## config.mk

```make
export PLATFORM = sky130hd
export DESIGN_NAME = lsfc_front
export DESIGN_NICKNAME = d
export VERILOG_FILES = /design/src/sv/assert_macros.svh /design/src/sv/lsfc_pkg.sv /design/src/sv/lsfc_front.sv
export SDC_FILE = /design/constraint.sdc
export NUM_CORES = 1
export LEC_CHECK = 0
export BUFFER_PORTS_ARGS = -buffer_cell sky130_fd_sc_hd__buf_2
export CAP_MARGIN = 20
export CORE_MARGIN = 5
export CORE_UTILIZATION = 57
export CTS_CLUSTER_DIAMETER = 40
export CTS_CLUSTER_SIZE = 14
export DETAILED_ROUTE_END_ITERATION = 8
export GPL_ROUTABILITY_DRIVEN = 0
export PLACE_DENSITY = 0.83
export SETUP_SLACK_MARGIN = 0.15
export SLEW_MARGIN = 10
export SYNTH_ARGS = -nofsm -noshare
export SYNTH_HDL_FRONTEND = slang
export SYNTH_SLANG_ARGS = --single-unit
```

## constraint.sdc

```tcl
create_clock -name clk -period 10.1 [get_ports clk]
set_input_delay 1.515 -clock clk [delete_from_list [all_inputs] [get_ports clk]]
set_output_delay 1.515 -clock clk [all_outputs]
set_load 0.05 [all_outputs]
```

## src/sv/assert_macros.svh

```systemverilog
// Assertion helpers shared by the clipper modules.
// Each module that uses them has clk and rst in scope.
`ifndef ASSERT_MACROS_SVH
`define ASSERT_MACROS_SVH

// Property must hold at every edge outside reset.
`define LSFC_ASSERT(lbl, expr, msg) \
  lbl: assert property (@(posedge clk) disable iff (rst) (expr)) else $error(msg);

// When ante holds, cons must hold at the next edge.
`define LSFC_ASSERT_NEXT(lbl, ante, cons, msg) \
  lbl: assert property (@(posedge clk) disable iff (rst) (ante) |=> (cons)) else $error(msg);

`endif

```

## src/sv/lsfc_pkg.sv

```systemverilog
`timescale 1ns / 1ps
package lsfc_pkg;

  localparam int COORD_BITS = 16;
  localparam int CFG_BITS   = 16;
  // internal signed width: holds coordinate and frame differences without overflow
  localparam int WIDE_BITS  = ((COORD_BITS > CFG_BITS) ? COORD_BITS : CFG_BITS) + 3;
  localparam int MAG_BITS   = WIDE_BITS - 1;
  localparam int PROD_BITS  = 2 * MAG_BITS;
  localparam int QUO_BITS   = COORD_BITS;

  typedef logic signed [COORD_BITS-1:0] coord_t;
  typedef logic signed [WIDE_BITS-1:0]  wide_t;
  typedef logic [MAG_BITS-1:0]          mag_t;
  typedef logic [PROD_BITS-1:0]         prod_t;
  typedef logic [QUO_BITS-1:0]          quo_t;
  typedef logic [CFG_BITS-1:0]          cfg_word_t;

  localparam coord_t CMAX = {1'b0, {(COORD_BITS-1){1'b1}}};
  localparam coord_t CMIN = {1'b1, {(COORD_BITS-1){1'b0}}};

  localparam cfg_word_t FRAME_WIDTH_RESET  = cfg_word_t'(640);
  localparam cfg_word_t FRAME_HEIGHT_RESET = cfg_word_t'(480);

  typedef enum logic [0:0] {
    REG_FRAME_WIDTH,
    REG_FRAME_HEIGHT
  } cfg_reg_t;

  typedef struct packed {
    logic signed [COORD_BITS-1:0] start_x;
    logic signed [COORD_BITS-1:0] start_y;
    logic signed [COORD_BITS-1:0] end_x;
    logic signed [COORD_BITS-1:0] end_y;
  } seg_t;

  typedef struct packed {
    logic                         visible;
    logic signed [COORD_BITS-1:0] left_x;
    logic signed [COORD_BITS-1:0] left_y;
    logic signed [COORD_BITS-1:0] right_x;
    logic signed [COORD_BITS-1:0] right_y;
  } clip_t;

  // segment state carried down the pipeline
  typedef struct packed {
    logic   done;     // single point or early reject: no more clipping
    logic   visible;
    coord_t ax;
    coord_t ay;
    coord_t bx;
    coord_t by;
    wide_t  dx;
    wide_t  dy;
    wide_t  w1;       // frame_width - 1
    wide_t  h1;       // frame_height - 1
  } ctx_t;

  // one clip move: other + d * (t - c) / div
  typedef struct packed {
    logic   active;
    coord_t other;
    wide_t  d;
    wide_t  t;
    wide_t  c;
    wide_t  div;
  } mv_op_t;

  function automatic wide_t widen(coord_t v);
    return {{(WIDE_BITS-COORD_BITS){v[COORD_BITS-1]}}, v};
  endfunction

  function automatic coord_t sat_coord(wide_t v);
    if (v > widen(CMAX)) return CMAX;
    if (v < widen(CMIN)) return CMIN;
    return v[COORD_BITS-1:0];
  endfunction

  function automatic mag_t mag_of(wide_t v);
    wide_t n;
    n = v[WIDE_BITS-1] ? -v : v;
    return n[MAG_BITS-1:0];
  endfunction

  function automatic wide_t frame_limit(cfg_word_t f);
    wide_t z;
    z = {{(WIDE_BITS-CFG_BITS){1'b0}}, f};
    return z - wide_t'(1);
  endfunction

endpackage

```

## src/sv/lsfc_front.sv

```systemverilog
`timescale 1ns / 1ps
module lsfc_front (
  input  logic              clk,
  input  logic              rst,
  input  logic              adv,
  input  logic              seg_valid,
  input  lsfc_pkg::seg_t    seg,
  input  lsfc_pkg::cfg_word_t frame_width,
  input  lsfc_pkg::cfg_word_t frame_height,
  output logic              ctx_valid,
  output lsfc_pkg::ctx_t    ctx
);
  import lsfc_pkg::*;

  logic   point;
  logic   swap;
  logic   reject;
  coord_t ax, ay, bx, by;
  wide_t  w1;
  ctx_t   ctx_next;

  always_comb begin
    point  = (seg.start_x == seg.end_x) && (seg.start_y == seg.end_y);
    swap   = seg.start_x > seg.end_x;
    ax     = swap ? seg.end_x   : seg.start_x;
    ay     = swap ? seg.end_y   : seg.start_y;
    bx     = swap ? seg.start_x : seg.end_x;
    by     = swap ? seg.start_y : seg.end_y;
    w1     = frame_limit(frame_width);
    reject = (bx < 0) || (widen(ax) > w1);

    ctx_next.done    = point || reject;
    ctx_next.visible = point || !reject;
    // a single point goes out as given
    ctx_next.ax      = point ? seg.start_x : ax;
    ctx_next.ay      = point ? seg.start_y : ay;
    ctx_next.bx      = point ? seg.end_x   : bx;
    ctx_next.by      = point ? seg.end_y   : by;
    ctx_next.dx      = widen(bx) - widen(ax);
    ctx_next.dy      = widen(by) - widen(ay);
    ctx_next.w1      = w1;
    ctx_next.h1      = frame_limit(frame_height);
  end

  always_ff @(posedge clk) begin
    if (rst) begin
      ctx_valid <= 1'b0;
    end else if (adv) begin
      ctx_valid <= seg_valid;
    end
  end

  always_ff @(posedge clk) begin
    if (adv) begin
      ctx <= ctx_next;
    end
  end

endmodule

```

==> run_results.csv <==
group,metric,value,unit
status,status,"finished, final reports clean",
logic_synthesis,ys.flop_type,"edfxtp_1",
flow_run,maxCapViolations,0,
logic_synthesis,synth_edf_count,134,
layout,n_antenna_cell,0,
clock_tree,htree_num_levels,4,
die,die_x,133,um
sta,fin_ws,3.97,ns
detailed_routing,wl_per_cell,17.8,um
layout,drive_gt1_frac,0.279,
worst_hold_path,hold_depth,2,
detailed_routing,wirelength,22800,um
global_route,grt_max_degree,87,
clock_tree,cts_resized,0,
global_route,use_met3,0.0585,
sta,rsz0062_at_grt,"false",
logic_synthesis,syn_area_per_cell,10.0,um2
detailed_routing,drt-pass1-iter-count,8,
sta,finalHoldViolCount,0,
place,dp.cells,1250,
critical_path,crit_fanout,35,
die,die_h,133,um
layout,syn2layout_area_growth,21.2,%
clock_tree,cts_tree,"done",
sta,setup_tns,0,ns
detailed_routing,ant_nets,0,
critical_path,crit_path_end_kind,"flip-flop",
global_route,grt_overflow,0,
global_route,grt_pass1_wl,35800,um
sta,post-route-min-period,6.13,ns
global_route,grt_pass1_vias,7134,
sta,setup_viol,0,
die,dieArea,17600,um2
critical_path,rr_startpoint,"ctx_valid$_SDFFE_PP0P_",
die,start_util,0.587,
global_route,antenna_found_initial,1,
power_and_ir_drop,power_density,200,nW/um2
global_route,use_met2,0.405,
place,post_dp_cell_area,9870,um2
layout,nFillCells,1115,
logic_synthesis,ys_async_sr_fraction,0,
logic_synthesis,ys_types,89,
worst_hold_path,min_path_type,"reg -> reg",
detailed_routing,via_per_inst,5.76,
layout,fin_cells,1282,
critical_path,timing.rr.end,"ctx_valid$_SDFFE_PP0P_",
detailed_routing,vias,7382,
clock_tree,post_cts_hold_buffer_count,0,
global_route,busiest_layer,"met2",
logic_synthesis,syn-instance-count,856,
clock_tree,cts_buffer_depth,2,
sta,slew_headroom,0.261,
sta,fmax,163,MHz
logic_synthesis,ys_ff_latch,135,
logic_synthesis,synth_warnings,0,
power_and_ir_drop,vdd_drop_max,113,uV
logic_synthesis,synth_top_cell_by_area,"edfxtp_1",
power_and_ir_drop,leakagePower,4.51,nW
logic_synthesis,synth_area_leaders,"edfxtp_1 47%, o21ai_0 5.7%, ha_1 5.4%, nand2_1 5.1%, xnor2_1 3.6%",
global_route,grt_util_all_layers,0.253,
power_and_ir_drop,p_total,2.09,mW
layout,nets,1222,
sta,fin_skew,0,ns
place,io_buffers,242,
detailed_routing,drtIter0Drc,623,
critical_path,r2r_cells,2,
critical_path,startpoint_type,"input pin",
die,rows,44,
clock_tree,cts-root-buf,"clkbuf_16",
logic_synthesis,netlist_area,8600,um2
clock_tree,cts_sinks,135,
logic_synthesis,synth_seq_area_share,0.470,
die,boundaryPins,243,
clock_tree,cts_buffers,17,
worst_hold_path,min_from,"ctx_valid$_SDFFE_PP0P_",
clock_tree,post-cts-setup-buffer-count,0,
logic_synthesis,yosysTopAreaCellShare,0.468,
critical_path,rrSetupSlack,9.52,ns
worst_hold_path,hold-path-endpoint,"ctx_valid$_SDFFE_PP0P_",
die,core,14600,um2
detailed_routing,drc,0,
global_route,grtUsageMet1,0.335,
critical_path,criticalPathCategory,"in -> reg",
clock_tree,clk_pin_slew_worst_paths,0.06,ns
sta,fin_crit_sh,0.606,
layout,design_area,10400,um2
sta,maxSlewViolCount,0,
sta,tightestPinTransition,1.11,ns
place,place_ws,3.74,ns
clock_tree,clock_latency,0.41,ns
critical_path,crit_arrival,6.29,ns
logic_synthesis,synth_nets,993,
critical_path,critPathRequiredTime,10.27,ns
place,hpwlAfterDp,17200,um
## stage by stage
step	utilization	hold slack (ns)
6_report	0.712	0.493
5_1_grt	0.712	0.531
4_1_cts	0.712	0.497
3_5_place_dp	0.674	0.484
3_3_place_gp	0.674	0.472
2_1_floorplan	-	0.733
## cells in the mapped netlist, drive strengths merged, types with 13 or more instances
library cell  number
edfxtp           134
nand2            117
o21ai            107
inv               74
nor2              49
ha                37
xnor2             35
nor3              26
xor2              26
maj3              23
a21oi             21
buf               21
nor2b             15
clkbuf            14
nand2b            13
## how the worst max path moves through the flow
stage                  from                  to  slack (ns)  cells past startpoint
floorplan           seg[31]  ctx[141]$_DFFE_PP_        4.38                     23
global placement    seg[29]  ctx[141]$_DFFE_PP_        3.86                     21
detailed placement  seg[29]  ctx[141]$_DFFE_PP_        3.74                     21
CTS                 seg[29]  ctx[141]$_DFFE_PP_        4.10                     21
global route        seg[29]  ctx[141]$_DFFE_PP_        3.70                     21
finish              seg[29]  ctx[141]$_DFFE_PP_        3.97                     21
## state kept, by name, indices dropped and copies added, names as in the netlist
register	flops
ctx	134
ctx_valid	1
## layer usage
layer  wire length [um]  part of all wire
met2              10500              0.46
met1               9610              0.42
met5                  0                 0
met4                547             0.024
met3               2120             0.093
## worst max-delay path: stages
cell and delay, ns:
buf_2 0.10, inv_1 0.08, ha_1 0.41, a211o_1 0.32, o211ai_1 0.16, o211ai_2 0.20
nor3_2 0.82, nor2_4 0.34, nand2_1 0.17, o21ai_0 0.10, ha_1 0.34, a21o_1 0.16
a21o_1 0.17, a211oi_1 0.29, o21ai_0 0.21, a221oi_1 0.33, o21ai_0 0.11, nand3_1 0.09
o21ai_0 0.16, nor2_1 0.13, nand2_1 0.05
## kinds of logic (layout without fill, tap and decap cells)
logic type                 count (synthesis)  count (layout)  share of synthesized area
and+or+nand+nor                          269             269                      0.153
muxes                                      8               8                     0.0105
DFF                                      135             135                      0.470
buffers and inverters                    109             351                     0.0549
AOI/OAI and AO/OA                        214             214                      0.169
adders and majority gates                 60              60                     0.0806
xor gates and xnor gates                  61              61                     0.0621
## area by class of cell
| cell class | instances | area [um2] | share of cell area |
|---|---|---|---|
| Multi-Input combinational cell | 612 | 4080 | 0.392 |
| Sequential cell | 135 | 4040 | 0.388 |
| Timing Repair Buffer | 245 | 1240 | 0.119 |
| Clock buffer | 23 | 448 | 0.0430 |
| Inverter | 74 | 278 | 0.0266 |
| Tap cell | 184 | 230 | 0.0221 |
| Clock inverter | 9 | 103 | 0.00984 |
## placed cells by master (no fill, tap or decap), drive strengths merged, types with 3 or more instances in the layout
cell	instances
or4	4
o21ai	107
edfxtp	134
a21oi	21
clkbuf	23
clkinv	5
a21o	11
nor2b	15
o41ai	3
nand3	7
xor2	26
a22oi	4
nand2b	13
a211o	3
nor2	49
a21boi	3
nand2	117
nor3	26
or3	9
inv	74
nand4	7
a31oi	12
o22ai	4
a211oi	7
or2	4
maj3	23
o221ai	3
xnor2	35
mux2i	6
ha	37
o211ai	4
nor4	7
buf	245
a2bb2oi	4
## where the power goes
group | internal (mW) | switching, mW | leakage (nW)
Clock | 0.361 | 0.226 | 0.263
Combinational | 0.198 | 0.560 | 2.93
Sequential | 0.722 | 0.0225 | 1.32
Total | 1.28 | 0.809 | 4.51
No activity file was read; power rests on OpenSTA's default activity.
